File: src/hdl/esss_pkg.sv
`timescale 1ns / 1ps

package esss_pkg;

    localparam int BALL_RADIUS_DEF = 32;

    localparam int COORD_W = 12;   // signed screen coordinates
    localparam int REG_W   = 11;   // config registers, tile width, span ends
    localparam int WORK_W  = 14;   // signed working coordinates
    localparam int RX_W    = 8;    // horizontal radius, up to 255
    localparam int RY_W    = 6;    // vertical radius, up to 63
    localparam int NUM_W   = 19;   // h * radius
    localparam int DEN_W   = 13;   // 3 * jump_height + 1
    localparam int SQ_W    = 2 * RY_W;
    localparam int PROD_W  = RX_W + RY_W;
    localparam int RX_MIN  = 8;
    localparam int RY_MIN  = 3;
    localparam int CTR_OFS = 6;
    localparam int GROUND_RESET = 200;
    localparam int JUMP_RESET   = 100;

    typedef enum logic [0:0] {
        CFG_GROUND_ROW  = 1'b0,
        CFG_JUMP_HEIGHT = 1'b1
    } cfg_idx_t;

    typedef struct packed {
        logic [4:0]                pad;
        logic signed [COORD_W-1:0] clip_right;
        logic signed [COORD_W-1:0] clip_left;
        logic [REG_W-1:0]          tile_width;
        logic signed [COORD_W-1:0] tile_left;
        logic signed [COORD_W-1:0] scan_row;
        logic signed [COORD_W-1:0] ball_y;
        logic signed [COORD_W-1:0] ball_x;
    } in_beat_t;

    typedef struct packed {
        logic [1:0]       pad;
        logic [REG_W-1:0] span_end;
        logic [REG_W-1:0] span_start;
    } out_beat_t;

    // item fields that ride along with every stage up to the clip range stage
    typedef struct packed {
        logic signed [COORD_W-1:0] bx;
        logic signed [COORD_W-1:0] tl;
        logic [REG_W-1:0]          tw;
        logic signed [COORD_W-1:0] cl;
        logic signed [COORD_W-1:0] cr;
    } geom_t;

    typedef struct packed {
        geom_t                    g;
        logic signed [WORK_W-1:0] dy;
    } pay_rad_t;

    typedef struct packed {
        geom_t            g;
        logic [RX_W-1:0]  rx;
        logic [RY_W-1:0]  ry;
        logic             in_ell;
    } pay_sq_t;

    typedef struct packed {
        geom_t g;
        logic  in_ell;
    } pay_dx_t;

endpackage

File: src/hdl/esss_div.sv
`timescale 1ns / 1ps

module esss_div #(
    parameter int NW = 19,
    parameter int DW = 13,
    parameter int QW = 4,
    parameter int PW = 8
) (
    input  logic          clk,
    input  logic          rst_n,
    input  logic          adv,
    input  logic          in_valid,
    input  logic [NW-1:0] in_num,
    input  logic [DW-1:0] in_den,
    input  logic [PW-1:0] in_pay,
    output logic          out_valid,
    output logic [QW-1:0] out_quo,
    output logic [PW-1:0] out_pay
);

    localparam int WW = NW + DW + QW;

    logic [QW-1:0] v_reg;
    logic [NW-1:0] rem_reg [QW];
    logic [DW-1:0] den_reg [QW];
    logic [QW-1:0] quo_reg [QW];
    logic [PW-1:0] pay_reg [QW];

    // one quotient bit per stage, most significant first
    for (genvar k = 0; k < QW; k++) begin : g_stage
        logic          v_in;
        logic [NW-1:0] rem_in;
        logic [DW-1:0] den_in;
        logic [QW-1:0] quo_in;
        logic [PW-1:0] pay_in;
        logic [WW-1:0] rem_w;
        logic [WW-1:0] dsh;
        logic          ge;
        logic [NW-1:0] rem_next;
        logic [QW-1:0] quo_next;

        if (k == 0) begin : g_first
            assign v_in   = in_valid;
            assign rem_in = in_num;
            assign den_in = in_den;
            assign quo_in = '0;
            assign pay_in = in_pay;
        end else begin : g_rest
            assign v_in   = v_reg[k-1];
            assign rem_in = rem_reg[k-1];
            assign den_in = den_reg[k-1];
            assign quo_in = quo_reg[k-1];
            assign pay_in = pay_reg[k-1];
        end

        always_comb
        begin
            rem_w    = WW'(rem_in);
            dsh      = WW'(den_in) << (QW - 1 - k);
            ge       = (rem_w >= dsh);
            rem_next = ge ? NW'(rem_w - dsh) : rem_in;
            quo_next = quo_in;
            quo_next[QW-1-k] = ge;
        end

        always_ff @(posedge clk or negedge rst_n)
        begin
            if (!rst_n)
            begin
                v_reg[k] <= 1'b0;
            end
            else if (adv)
            begin
                v_reg[k] <= v_in;
            end
        end

        always_ff @(posedge clk)
        begin
            if (adv)
            begin
                rem_reg[k] <= rem_next;
                den_reg[k] <= den_in;
                quo_reg[k] <= quo_next;
                pay_reg[k] <= pay_in;
            end
        end
    end

    assign out_valid = v_reg[QW-1];
    assign out_quo   = quo_reg[QW-1];
    assign out_pay   = pay_reg[QW-1];

endmodule

File: src/hdl/esss_isqrt.sv
`timescale 1ns / 1ps

module esss_isqrt #(
    parameter int RW = 6,
    parameter int PW = 8
) (
    input  logic            clk,
    input  logic            rst_n,
    input  logic            adv,
    input  logic            in_valid,
    input  logic [2*RW-1:0] in_x,
    input  logic [PW-1:0]   in_pay,
    output logic            out_valid,
    output logic [RW-1:0]   out_root,
    output logic [PW-1:0]   out_pay
);

    logic [RW-1:0]   v_reg;
    logic [2*RW-1:0] x_reg    [RW];
    logic [RW-1:0]   root_reg [RW];
    logic [PW-1:0]   pay_reg  [RW];

    // set one root bit per stage if its square still fits
    for (genvar k = 0; k < RW; k++) begin : g_stage
        logic            v_in;
        logic [2*RW-1:0] x_in;
        logic [RW-1:0]   root_in;
        logic [PW-1:0]   pay_in;
        logic [RW-1:0]   trial;
        logic [2*RW-1:0] trial_sq;
        logic [RW-1:0]   root_next;

        if (k == 0) begin : g_first
            assign v_in    = in_valid;
            assign x_in    = in_x;
            assign root_in = '0;
            assign pay_in  = in_pay;
        end else begin : g_rest
            assign v_in    = v_reg[k-1];
            assign x_in    = x_reg[k-1];
            assign root_in = root_reg[k-1];
            assign pay_in  = pay_reg[k-1];
        end

        always_comb
        begin
            trial     = root_in | (RW'(1) << (RW - 1 - k));
            trial_sq  = (2*RW)'(trial) * (2*RW)'(trial);
            root_next = (trial_sq <= x_in) ? trial : root_in;
        end

        always_ff @(posedge clk or negedge rst_n)
        begin
            if (!rst_n)
            begin
                v_reg[k] <= 1'b0;
            end
            else if (adv)
            begin
                v_reg[k] <= v_in;
            end
        end

        always_ff @(posedge clk)
        begin
            if (adv)
            begin
                x_reg[k]    <= x_in;
                root_reg[k] <= root_next;
                pay_reg[k]  <= pay_in;
            end
        end
    end

    assign out_valid = v_reg[RW-1];
    assign out_root  = root_reg[RW-1];
    assign out_pay   = pay_reg[RW-1];

endmodule

File: src/hdl/ellipse_shadow_scanline_span_core.sv
`timescale 1ns / 1ps
// Channel   Direction  Beat contents
// s_*       in         ball_x, ball_y, scan_row, tile_left, tile_width, clip_left, clip_right
// m_*       out        tdata: span_start, span_end; tuser: span_valid
// cfg_*     in         cfg_index selects ground_row or jump_height, cfg_data is the value
//
// One beat per cycle in, one span per cycle out unless the output stalls. The two parallel
// radius dividers, the 6-step square root and the 8-step half-width divider are unrolled
// into register stages. Reset clears the stage valid bits and loads the config defaults.
// m_tready low while a span is held freezes every stage and drops s_tready.

module ellipse_shadow_scanline_span_core
    import esss_pkg::*;
#(
    parameter int BALL_RADIUS = BALL_RADIUS_DEF
) (
    input  logic         clk,
    input  logic         rst_n,
    input  logic         s_tvalid,
    output logic         s_tready,
    input  logic [87:0]  s_tdata,   // ball_x, ball_y, scan_row, tile_left, tile_width,
                                    // clip_left, clip_right, zero pad
    output logic         m_tvalid,
    input  logic         m_tready,
    output logic [23:0]  m_tdata,   // span_start, span_end, zero pad
    output logic         m_tuser,   // span_valid
    input  logic         cfg_valid,
    output logic         cfg_ready,
    input  logic [0:0]   cfg_index,
    input  logic [REG_W-1:0] cfg_data
);

    localparam int RY0 = BALL_RADIUS / 4;
    localparam int QW  = $clog2(BALL_RADIUS / 3 + 1);

    logic adv;

    // ---------------- configuration ----------------
    logic [REG_W-1:0] ground_reg;
    logic [REG_W-1:0] jump_reg;

    assign cfg_ready = 1'b1;

    always_ff @(posedge clk or negedge rst_n)
    begin
        if (!rst_n)
        begin
            ground_reg <= REG_W'(GROUND_RESET);
            jump_reg   <= REG_W'(JUMP_RESET);
        end
        else if (cfg_valid && cfg_ready)
        begin
            case (cfg_idx_t'(cfg_index))
                CFG_GROUND_ROW:  ground_reg <= cfg_data;
                CFG_JUMP_HEIGHT: jump_reg   <= cfg_data;
                default: ;
            endcase
        end
    end

    // ---------------- stage A: height, divider operands ----------------
    in_beat_t                 in_beat;
    logic signed [WORK_W-1:0] h_raw;
    logic [REG_W-1:0]         h_cl;
    logic signed [WORK_W-1:0] dy_next;
    pay_rad_t                 pay_a_next;

    logic             a_v_reg;
    logic [NUM_W-1:0] num_rx_reg;
    logic [NUM_W-1:0] num_ry_reg;
    logic [DEN_W-1:0] den_rx_reg;
    logic [DEN_W-1:0] den_ry_reg;
    pay_rad_t         pay_a_reg;

    assign in_beat  = in_beat_t'(s_tdata);
    assign s_tready = adv;

    always_comb
    begin
        h_raw = $signed({3'b000, ground_reg}) - WORK_W'(in_beat.ball_y)
                - WORK_W'(BALL_RADIUS);
        if (h_raw < 0)
            h_cl = '0;
        else if (h_raw > $signed({3'b000, jump_reg}))
            h_cl = jump_reg;
        else
            h_cl = h_raw[REG_W-1:0];
        dy_next = WORK_W'(in_beat.scan_row) - $signed({3'b000, ground_reg})
                  - WORK_W'(CTR_OFS);
        pay_a_next.g.bx = in_beat.ball_x;
        pay_a_next.g.tl = in_beat.tile_left;
        pay_a_next.g.tw = in_beat.tile_width;
        pay_a_next.g.cl = in_beat.clip_left;
        pay_a_next.g.cr = in_beat.clip_right;
        pay_a_next.dy   = dy_next;
    end

    always_ff @(posedge clk or negedge rst_n)
    begin
        if (!rst_n)
            a_v_reg <= 1'b0;
        else if (adv)
            a_v_reg <= s_tvalid;
    end

    always_ff @(posedge clk)
    begin
        if (adv)
        begin
            num_rx_reg <= NUM_W'(h_cl) * NUM_W'(BALL_RADIUS);
            num_ry_reg <= NUM_W'(h_cl) * NUM_W'(RY0);
            den_rx_reg <= DEN_W'(3 * jump_reg + 1);
            den_ry_reg <= DEN_W'(2 * jump_reg + 1);
            pay_a_reg  <= pay_a_next;
        end
    end

    // ---------------- radius dividers ----------------
    logic          rd_v;
    logic [QW-1:0] q_rx;
    logic [QW-1:0] q_ry;
    pay_rad_t      pay_r;
    logic          unused_v;
    logic [$bits(pay_rad_t)-1:0] unused_pay;

    esss_div #(.NW(NUM_W), .DW(DEN_W), .QW(QW), .PW($bits(pay_rad_t))) u_div_rx (
        .clk(clk), .rst_n(rst_n), .adv(adv),
        .in_valid(a_v_reg), .in_num(num_rx_reg), .in_den(den_rx_reg), .in_pay(pay_a_reg),
        .out_valid(rd_v), .out_quo(q_rx), .out_pay(pay_r)
    );

    esss_div #(.NW(NUM_W), .DW(DEN_W), .QW(QW), .PW($bits(pay_rad_t))) u_div_ry (
        .clk(clk), .rst_n(rst_n), .adv(adv),
        .in_valid(a_v_reg), .in_num(num_ry_reg), .in_den(den_ry_reg), .in_pay(pay_a_reg),
        .out_valid(unused_v), .out_quo(q_ry), .out_pay(unused_pay)
    );

    // ---------------- stage B: radii, row test, radicand ----------------
    logic [RX_W:0]         rx_full;
    logic [RX_W-1:0]       rx_c;
    logic [RX_W:0]         ry_full;
    logic [RY_W-1:0]       ry_c;
    logic [WORK_W-1:0]     dy_mag;
    logic                  in_ell;
    logic [SQ_W-1:0]       sq_next;
    pay_sq_t               pay_b_next;

    logic            b_v_reg;
    logic [SQ_W-1:0] sq_reg;
    pay_sq_t         pay_b_reg;

    always_comb
    begin
        rx_full = (RX_W+1)'(BALL_RADIUS) - (RX_W+1)'(q_rx);
        rx_c    = (rx_full < (RX_W+1)'(RX_MIN)) ? RX_W'(RX_MIN) : rx_full[RX_W-1:0];
        ry_full = (RX_W+1)'(RY0) - (RX_W+1)'(q_ry);
        ry_c    = (ry_full < (RX_W+1)'(RY_MIN)) ? RY_W'(RY_MIN) : ry_full[RY_W-1:0];
        dy_mag  = pay_r.dy[WORK_W-1] ? WORK_W'(-pay_r.dy) : WORK_W'(pay_r.dy);
        in_ell  = (dy_mag <= WORK_W'(ry_c));
        if (in_ell)
            sq_next = SQ_W'(ry_c) * SQ_W'(ry_c)
                      - SQ_W'(dy_mag[RY_W-1:0]) * SQ_W'(dy_mag[RY_W-1:0]);
        else
            sq_next = '0;
        pay_b_next.g      = pay_r.g;
        pay_b_next.rx     = rx_c;
        pay_b_next.ry     = ry_c;
        pay_b_next.in_ell = in_ell;
    end

    always_ff @(posedge clk or negedge rst_n)
    begin
        if (!rst_n)
            b_v_reg <= 1'b0;
        else if (adv)
            b_v_reg <= rd_v;
    end

    always_ff @(posedge clk)
    begin
        if (adv)
        begin
            sq_reg    <= sq_next;
            pay_b_reg <= pay_b_next;
        end
    end

    // ---------------- square root ----------------
    logic            sr_v;
    logic [RY_W-1:0] root;
    pay_sq_t         pay_s;

    esss_isqrt #(.RW(RY_W), .PW($bits(pay_sq_t))) u_isqrt (
        .clk(clk), .rst_n(rst_n), .adv(adv),
        .in_valid(b_v_reg), .in_x(sq_reg), .in_pay(pay_b_reg),
        .out_valid(sr_v), .out_root(root), .out_pay(pay_s)
    );

    // ---------------- stage C: rx * root ----------------
    pay_dx_t           pay_c_next;
    logic              c_v_reg;
    logic [PROD_W-1:0] prod_reg;
    logic [RY_W-1:0]   ry_c_reg;
    pay_dx_t           pay_c_reg;

    always_comb
    begin
        pay_c_next.g      = pay_s.g;
        pay_c_next.in_ell = pay_s.in_ell;
    end

    always_ff @(posedge clk or negedge rst_n)
    begin
        if (!rst_n)
            c_v_reg <= 1'b0;
        else if (adv)
            c_v_reg <= sr_v;
    end

    always_ff @(posedge clk)
    begin
        if (adv)
        begin
            prod_reg  <= PROD_W'(pay_s.rx) * PROD_W'(root);
            ry_c_reg  <= pay_s.ry;
            pay_c_reg <= pay_c_next;
        end
    end

    // ---------------- half-width divider ----------------
    logic            hw_v;
    logic [RX_W-1:0] dx;
    pay_dx_t         pay_h;

    esss_div #(.NW(PROD_W), .DW(RY_W), .QW(RX_W), .PW($bits(pay_dx_t))) u_div_dx (
        .clk(clk), .rst_n(rst_n), .adv(adv),
        .in_valid(c_v_reg), .in_num(prod_reg), .in_den(ry_c_reg), .in_pay(pay_c_reg),
        .out_valid(hw_v), .out_quo(dx), .out_pay(pay_h)
    );

    // ---------------- stage D: clip range ----------------
    logic signed [WORK_W-1:0] x0_a;
    logic signed [WORK_W-1:0] x1_a;
    logic signed [WORK_W-1:0] cr1;
    logic signed [WORK_W-1:0] x0_next;
    logic signed [WORK_W-1:0] x1_next;

    logic                     d_v_reg;
    logic                     d_ok_reg;
    logic signed [WORK_W-1:0] x0_reg;
    logic signed [WORK_W-1:0] x1_reg;
    logic signed [COORD_W-1:0] tl_reg;
    logic [REG_W-1:0]         tw_reg;

    always_comb
    begin
        x0_a    = WORK_W'(pay_h.g.bx) - $signed(WORK_W'(dx));
        x1_a    = WORK_W'(pay_h.g.bx) + $signed(WORK_W'(dx)) + WORK_W'(1);
        cr1     = WORK_W'(pay_h.g.cr) + WORK_W'(1);
        x0_next = (x0_a < WORK_W'(pay_h.g.cl)) ? WORK_W'(pay_h.g.cl) : x0_a;
        x1_next = (x1_a > cr1) ? cr1 : x1_a;
    end

    always_ff @(posedge clk or negedge rst_n)
    begin
        if (!rst_n)
            d_v_reg <= 1'b0;
        else if (adv)
            d_v_reg <= hw_v;
    end

    always_ff @(posedge clk)
    begin
        if (adv)
        begin
            d_ok_reg <= pay_h.in_ell && (x1_next > x0_next);
            x0_reg   <= x0_next;
            x1_reg   <= x1_next;
            tl_reg   <= pay_h.g.tl;
            tw_reg   <= pay_h.g.tw;
        end
    end

    // ---------------- stage E: tile clip, output register ----------------
    logic signed [WORK_W-1:0] te;
    logic signed [WORK_W-1:0] x0_t;
    logic signed [WORK_W-1:0] x1_t;
    logic signed [WORK_W-1:0] rel0;
    logic signed [WORK_W-1:0] rel1;
    logic                     ok_t;

    logic             out_v_reg;
    logic             span_valid_reg;
    logic [REG_W-1:0] span_start_reg;
    logic [REG_W-1:0] span_end_reg;
    out_beat_t        out_beat;

    always_comb
    begin
        te   = WORK_W'(tl_reg) + $signed(WORK_W'(tw_reg));
        x0_t = (x0_reg < WORK_W'(tl_reg)) ? WORK_W'(tl_reg) : x0_reg;
        x1_t = (x1_reg > te) ? te : x1_reg;
        ok_t = d_ok_reg && (x1_t > x0_t);
        rel0 = x0_t - WORK_W'(tl_reg);
        rel1 = x1_t - WORK_W'(tl_reg);
    end

    assign adv = !out_v_reg || m_tready;

    always_ff @(posedge clk or negedge rst_n)
    begin
        if (!rst_n)
            out_v_reg <= 1'b0;
        else if (adv)
            out_v_reg <= d_v_reg;
    end

    always_ff @(posedge clk)
    begin
        if (adv)
        begin
            span_valid_reg <= ok_t;
            span_start_reg <= ok_t ? rel0[REG_W-1:0] : '0;
            span_end_reg   <= ok_t ? rel1[REG_W-1:0] : '0;
        end
    end

    always_comb
    begin
        out_beat.pad        = '0;
        out_beat.span_start = span_start_reg;
        out_beat.span_end   = span_end_reg;
    end

    assign m_tvalid = out_v_reg;
    assign m_tdata  = out_beat;
    assign m_tuser  = span_valid_reg;

endmodule
File: config.mk
export PLATFORM = sky130hd
export DESIGN_NAME = ellipse_shadow_scanline_span_core
export DESIGN_NICKNAME = d
export VERILOG_FILES = /design/src/hdl/esss_pkg.sv /design/src/hdl/esss_div.sv /design/src/hdl/esss_isqrt.sv /design/src/hdl/ellipse_shadow_scanline_span_core.sv
export SDC_FILE = /design/constraint.sdc
export NUM_CORES = 2
export LEC_CHECK = 0
export BUFFER_PORTS_ARGS = -buffer_cell sky130_fd_sc_hd__buf_2
export CAP_MARGIN = 20
export CORE_ASPECT_RATIO = 0.6
export CORE_MARGIN = 1.5
export CORE_UTILIZATION = 60
export CTS_BUF_LIST = sky130_fd_sc_hd__clkbuf_8
export DETAILED_ROUTE_END_ITERATION = 7
export PLACE_DENSITY = 0.76
export SETUP_SLACK_MARGIN = 0.2
export SLEW_MARGIN = 5
export SYNTH_ARGS = -nofsm -noshare
export SYNTH_HDL_FRONTEND = slang
export SYNTH_SLANG_ARGS = --single-unit
File: constraint.sdc
create_clock -name clk -period 85.4 [get_ports clk]
set_input_delay 8.54 -clock clk [delete_from_list [all_inputs] [get_ports clk]]
set_output_delay 8.54 -clock clk [all_outputs]
set_load 0.1 [all_outputs]
# Word level (Yosys, flattened, before mapping)
# Memory sizes are Yosys's and may differ from the RTL's.
# Cells that the tools add are included.
# op_classes
n_addsub	33
multipliers	9
n_div	0
order_cmp	33
eq_ne	0
shifts	0
n_mux	31
bitwise	1
n_reduce_logical	6
# ops
operator	count
two-way mux 14 bit	13
two-way mux 19 bit	8
multiplier 6 x 6 -> 12 bit	7
less-or-equal comparator 12 bit	5
>= comparator 19 x 13 -> 1 bit	2
>= comparator 19 x 14 -> 1 bit	2
>= comparator 19 x 15 -> 1 bit	2
subtractor 19 x 13 -> 19 bit	2
subtractor 19 x 14 -> 19 bit	2
subtractor 19 x 15 -> 19 bit	2
> comparator 14 x 13 -> 1 bit	2
> comparator 14 bit	2
subtractor 12 x 12 -> 13 bit	2
subtractor 11 bit	2
subtractor 14 x 16 -> 17 bit	1
subtractor 16 x 16 -> 17 bit	1
>= comparator 14 x 16 -> 1 bit	1
>= comparator 16 bit	1
adder 13 x 2 -> 14 bit (second input constant)	1
>= comparator 14 x 10 -> 1 bit	1
>= comparator 14 x 11 -> 1 bit	1
>= comparator 14 x 12 -> 1 bit	1
>= comparator 14 x 13 -> 1 bit	1
>= comparator 14 x 6 -> 1 bit	1
45 further kinds	50
# word_totals
reg_bits	396
latchBits	0
mem_bits_rw	1836
mem_bits_ro	0
wordCells	186
mem_count	14
# memory_table
memory	words	width	read_ports	rd_clocked_by_memory_dff	write_ports	line_no	source
u_div_dx.pay_reg	8	60	8	0	8	esss_div.sv:27	logic [PW-1:0] pay_reg [QW];
u_isqrt.pay_reg	6	74	6	0	6	esss_isqrt.sv:21	logic [PW-1:0] pay_reg [RW];
u_div_rx.pay_reg	4	73	4	0	4	esss_div.sv:27	
u_div_dx.rem_reg	8	14	7	0	8	esss_div.sv:24	logic [NW-1:0] rem_reg [QW];
u_div_rx.rem_reg	4	19	3	0	4	esss_div.sv:24	
u_div_ry.rem_reg	4	19	3	0	4	esss_div.sv:24	
8 more memories	-	-	-	-	-	-	

# Longest topological paths before layout
# An unclocked memory read counts as a cell.
# depth
ltp_word	7
mapped_depth	29
mapped_depth_nobuf	29

# By module
# From an unflattened synthesis, not the netlist that was laid out.
# unflattened
hier_cells	5534
hier_area_um2	93960.1
# modules_own_cells
module	instances	cells_each	area_per_inst_um2	seq_area_each_um2
esss_div (u_div_rx ...)	2	837	15061.9	12051.6
esss_div (u_div_dx)	1	1146	23218.5	19899.1
ellipse_shadow_scanline_span_core	1	1869	22275.1	11043.1
esss_isqrt	1	845	18342.6	15915.3

# Least setup slack after synthesis
# No wires, ideal clock.
# synth_timing
path_type	input-to-output
from	in m_tready
to	out s_tready
t_arrival_ns	63.034
required_ns	76.860
path_slack_ns	13.826
path_stages	3
path_buffers	2
path_cell_list	nand2b_1 > clkbuf_1 > clkbuf_1
# synth_between
elab_chain_len	1
# synth_rtl
element	line_no	source
start, declared	ellipse_shadow_scanline_span_core.sv:24	input logic m_tready,
logical OR 1 bit	ellipse_shadow_scanline_span_core.sv:308	assign adv = !out_v_reg || m_tready;
end, declared	ellipse_shadow_scanline_span_core.sv:20	output logic s_tready,
# No other way between the ends.

# Worst setup path in the final report
# Ends and elaborated chain as after synthesis.

==> impl_metrics.env <==
export IMPL_die_h_um=288.8
export IMPL_end_kind="primary output"
export IMPL_synthArstFlopShare_pct=2.221
export IMPL_report_final_hold_viol_count=0
export IMPL_timing_critical_path_mode_cell="sky130_fd_sc_hd__buf_2"
export IMPL_cts_root_to_sink_buffers=4
export IMPL_postLayoutSetupSlackWorst_ns=67.16
export IMPL_post_synth_inst_count=4959
export IMPL_wl_per_cell_um=16.46
export IMPL_tns_ns=0
export IMPL_synth_largest_type_area_fraction_pct=72.82
export IMPL_fin_area_sq_um=89990
export IMPL_postPlaceCellArea_sq_um=84610
export IMPL_clock_h_tree_levels=5
export IMPL_cts_root_buffer="sky130_fd_sc_hd__clkbuf_8"
export IMPL_die_w_um=479.4
export IMPL_required_time_of_the_worst_setup_path_ns=76.86
export IMPL_synth_top_cell_by_area="sky130_fd_sc_hd__edfxtp_1"
export IMPL_most_instantiated_flip_flop_cell_in_the_synthesis_netlist="sky130_fd_sc_hd__edfxtp_1"
export IMPL_worst_slack_placed_ns=67.11
export IMPL_drv_slew=0
export IMPL_grt_remaining_overflow=0
export IMPL_detailroute_via_count=38820
export IMPL_cts_tree="done"
export IMPL_drv_cap=0
export IMPL_crit_chain="buf_2 > nand2b_4 > buf_2"
export IMPL_timing_critical_path_fanout_max=42
export IMPL_post_cts_resized_instances=0
export IMPL_row_count=104
export IMPL_coreArea_sq_um=134500
export IMPL_run_status="complete, no violations"
export IMPL_synthesis_area_per_instance_sq_um=16.47
export IMPL_design_final_nets=6019
export IMPL_synth_top_cells_by_area="sky130_fd_sc_hd__edfxtp_1 73%, sky130_fd_sc_hd__ha_1 7.1%, sky130_fd_sc_hd__inv_1 2.3%"
export IMPL_dr_first_iter_drc_count=2736
export IMPL_postRouteWirelength_um=121100
export IMPL_max_freq_ghz=0.05482
export IMPL_yosysSeqAreaShare_pct=74.21
export IMPL_ys_seq_elements=2026
export IMPL_crit_type="in2out"
export IMPL_rsz0062_at_grt="no"
export IMPL_die_area_sq_um=138400
export IMPL_postCtsSetupBuffers=0
export IMPL_synth_edf_count=1981
export IMPL_grt_max_degree=181
export IMPL_synthSimpleGateAreaFrac_pct=4.949
export IMPL_synthDistinctLibCells=85
export IMPL_yosys_area_share_adder_pct=9.196
export IMPL_layout_worst_path_cycle_share_pct=21.36
export IMPL_post_route_drc_count=0
export IMPL_drtAntennaViolNets=0
export IMPL_path_clk_slew_ns=0.07
export IMPL_period_needed_ns=18.24
export IMPL_worst_skew_pair_late_latency_ns=0.97
export IMPL_synth_top_family_by_area="adder cells"
export IMPL_largest_reg_flops=480
export IMPL_worst_hold_path_type="reg2reg"
export IMPL_yosys_warnings=0
export IMPL_critical_path_max_stage_delay_ns=0.58
export IMPL_io_pin_count=133
export IMPL_timing_reg2reg_worst_path_depth=26
export IMPL_detailedRoute_firstPassIterationCount=6
export IMPL_number_of_global_route_vias_before_repair=38390
export IMPL_routed_via_density=5.276
export IMPL_cp_slowest_cell="sky130_fd_sc_hd__buf_2"
export IMPL_critPathArrivalTime_ns=9.70
export IMPL_synth_xor_area_share_pct=2.561
export IMPL_place_hpwl_um=80460
export IMPL_antenna_found_initial=3
export IMPL_cts_buffers_inserted=297
export IMPL_place_port_buffers=124
export IMPL_final_layout_size_suffix_gt1_share_pct=10.86
export IMPL_groute_usage_overall_pct=17.65
export IMPL_tightestPinTransition_ns=1.049
export IMPL_complex_gate_fraction_of_the_synthesized_area_pct=5.148
export IMPL_place_gp_congestion=0.8684
export IMPL_finalSetupViolCount=0
export IMPL_hold_path_cell_count=0
export IMPL_multiplexer_fraction_of_the_synthesized_cell_area_pct=1.362
export IMPL_clock_skew_final_ns=0.07541
export IMPL_floorplan_initialDensity_pct=60.71
export IMPL_max_transition_margin_pct=30.05
export IMPL_cp_start_kind="primary input"
export IMPL_grt_first_pass_wirelength_um=195000
export IMPL_clkSinkCount=2026
export IMPL_cts_hold_fix_buffers=0
export IMPL_netlist_area_sq_um=81690
export IMPL_area_growth_pct=10.17
export IMPL_nFillCells=8888
final cells by class:
class	instances	area, sq um	area share, %
Timing Repair Buffer	160	1008	1.121
Tap cell	1802	2255	2.505
Multi-Input combinational cell	2383	18990	21.11
Clock inverter	183	1045	1.161
Inverter	496	1862	2.069
Antenna cell	4	10.01	0.01112
Sequential cell	2026	60620	67.36
Clock buffer	305	4198	4.665
through the flow:
stage / std cells / utilization [%] / hold slack [ns]
finish: 7359 / 66.88 / 0.3529
detailed placement: 6862 / 62.88 / 0.4045
CTS: 7350 / 66.78 / 0.3569
global placement: 6862 / 62.88 / 0.4003
floorplan: 4960 / - / 0.4003
global route: 7357 / 66.88 / 0.3600
placed cells by master (no fill, tap or decap), types with 84 or more instances in the layout:
cell type,n
sky130_fd_sc_hd__edfxtp_1,1981
sky130_fd_sc_hd__inv_1,585
sky130_fd_sc_hd__ha_1,466
sky130_fd_sc_hd__clkbuf_8,305
sky130_fd_sc_hd__nor2_1,253
sky130_fd_sc_hd__a21oi_1,213
sky130_fd_sc_hd__nand2_1,180
sky130_fd_sc_hd__o21ai_0,163
sky130_fd_sc_hd__xnor2_1,146
sky130_fd_sc_hd__buf_2,124
sky130_fd_sc_hd__xor2_1,91
sky130_fd_sc_hd__a21o_1,89
sky130_fd_sc_hd__fa_1,84
worst max-delay path: cells and delay by family:
| family | cells | cell delay, ns |
|---|---|---|
| buf+inv | 2 | 0.65 |
| simple gates | 1 | 0.45 |
Yosys cell counts (6+ instances only):
cell type and instances:
sky130_fd_sc_hd__a21o_1 89, sky130_fd_sc_hd__nand3_1 44, sky130_fd_sc_hd__o31ai_1 12, sky130_fd_sc_hd__nor2_1 253, sky130_fd_sc_hd__a31oi_1 12, sky130_fd_sc_hd__o41ai_1 7, sky130_fd_sc_hd__inv_1 495, sky130_fd_sc_hd__nand3b_1 7
sky130_fd_sc_hd__xnor2_1 146, sky130_fd_sc_hd__nor4_1 25, sky130_fd_sc_hd__dfstp_2 6, sky130_fd_sc_hd__xor2_1 91, sky130_fd_sc_hd__dfrtp_1 39, sky130_fd_sc_hd__nor2b_1 61, sky130_fd_sc_hd__nand2_1 180, sky130_fd_sc_hd__nand2b_1 51
sky130_fd_sc_hd__ha_1 466, sky130_fd_sc_hd__clkbuf_1 45, sky130_fd_sc_hd__o21bai_1 22, sky130_fd_sc_hd__a21boi_0 12, sky130_fd_sc_hd__a211o_1 6, sky130_fd_sc_hd__and3_1 8, sky130_fd_sc_hd__nand4b_1 11, sky130_fd_sc_hd__or4_1 7
sky130_fd_sc_hd__and4_1 7, sky130_fd_sc_hd__mux2i_1 38, sky130_fd_sc_hd__edfxtp_1 1981, sky130_fd_sc_hd__nor3_1 49, sky130_fd_sc_hd__a21oi_1 214, sky130_fd_sc_hd__fa_1 84, sky130_fd_sc_hd__and2_1 42, sky130_fd_sc_hd__or3_1 16
sky130_fd_sc_hd__nand4_1 38, sky130_fd_sc_hd__mux2_2 63, sky130_fd_sc_hd__or2_2 12, sky130_fd_sc_hd__a211oi_1 19, sky130_fd_sc_hd__o21ai_0 163, sky130_fd_sc_hd__o21a_1 38
final timing paths:
| kind | endpoint | startpoint | slack (ns) |
|---|---|---|---|
| worst max-delay path | s_tready | m_tready | 67.16 |
| worst min-delay path | u_div_dx.quo_reg[3][2] | u_div_dx.quo_reg[2][10] | 0.35 |
| worst max register to register | span_end_reg[10] | tl_reg[0] | 78.01 |
| worst min register to register | u_div_dx.quo_reg[3][2] | u_div_dx.quo_reg[2][10] | 0.35 |
| max in group asynchronous | jump_reg[2] | rst_n | 77.44 |
| min in group asynchronous | m_tvalid | rst_n | 7.43 |
routing by layer:
layer / track usage (%) / part of all wire (%) / vias up
li1: - / - / 19170
met1: 25.69 / 48 / 18620
met2: 26.96 / 45 / 806
met3: 3.636 / 4.7 / 228
met4: 6.008 / 2.1 / 0
met5: 0 / 0 / -
kinds of logic after synthesis:
kind of cell               count (synthesis)
AOI/OAI and AO/OA                        666
xor gates and xnor gates                 238
adders and majority gates                550
buffers and inverters                    551
DFF                                     2026
muxes                                    103
other                                      2
and+or+nand+nor                          823
Power is left out: the tool's default activity adds up to more than one toggle a clock period on the data nets, which glitch-free logic cannot reach.
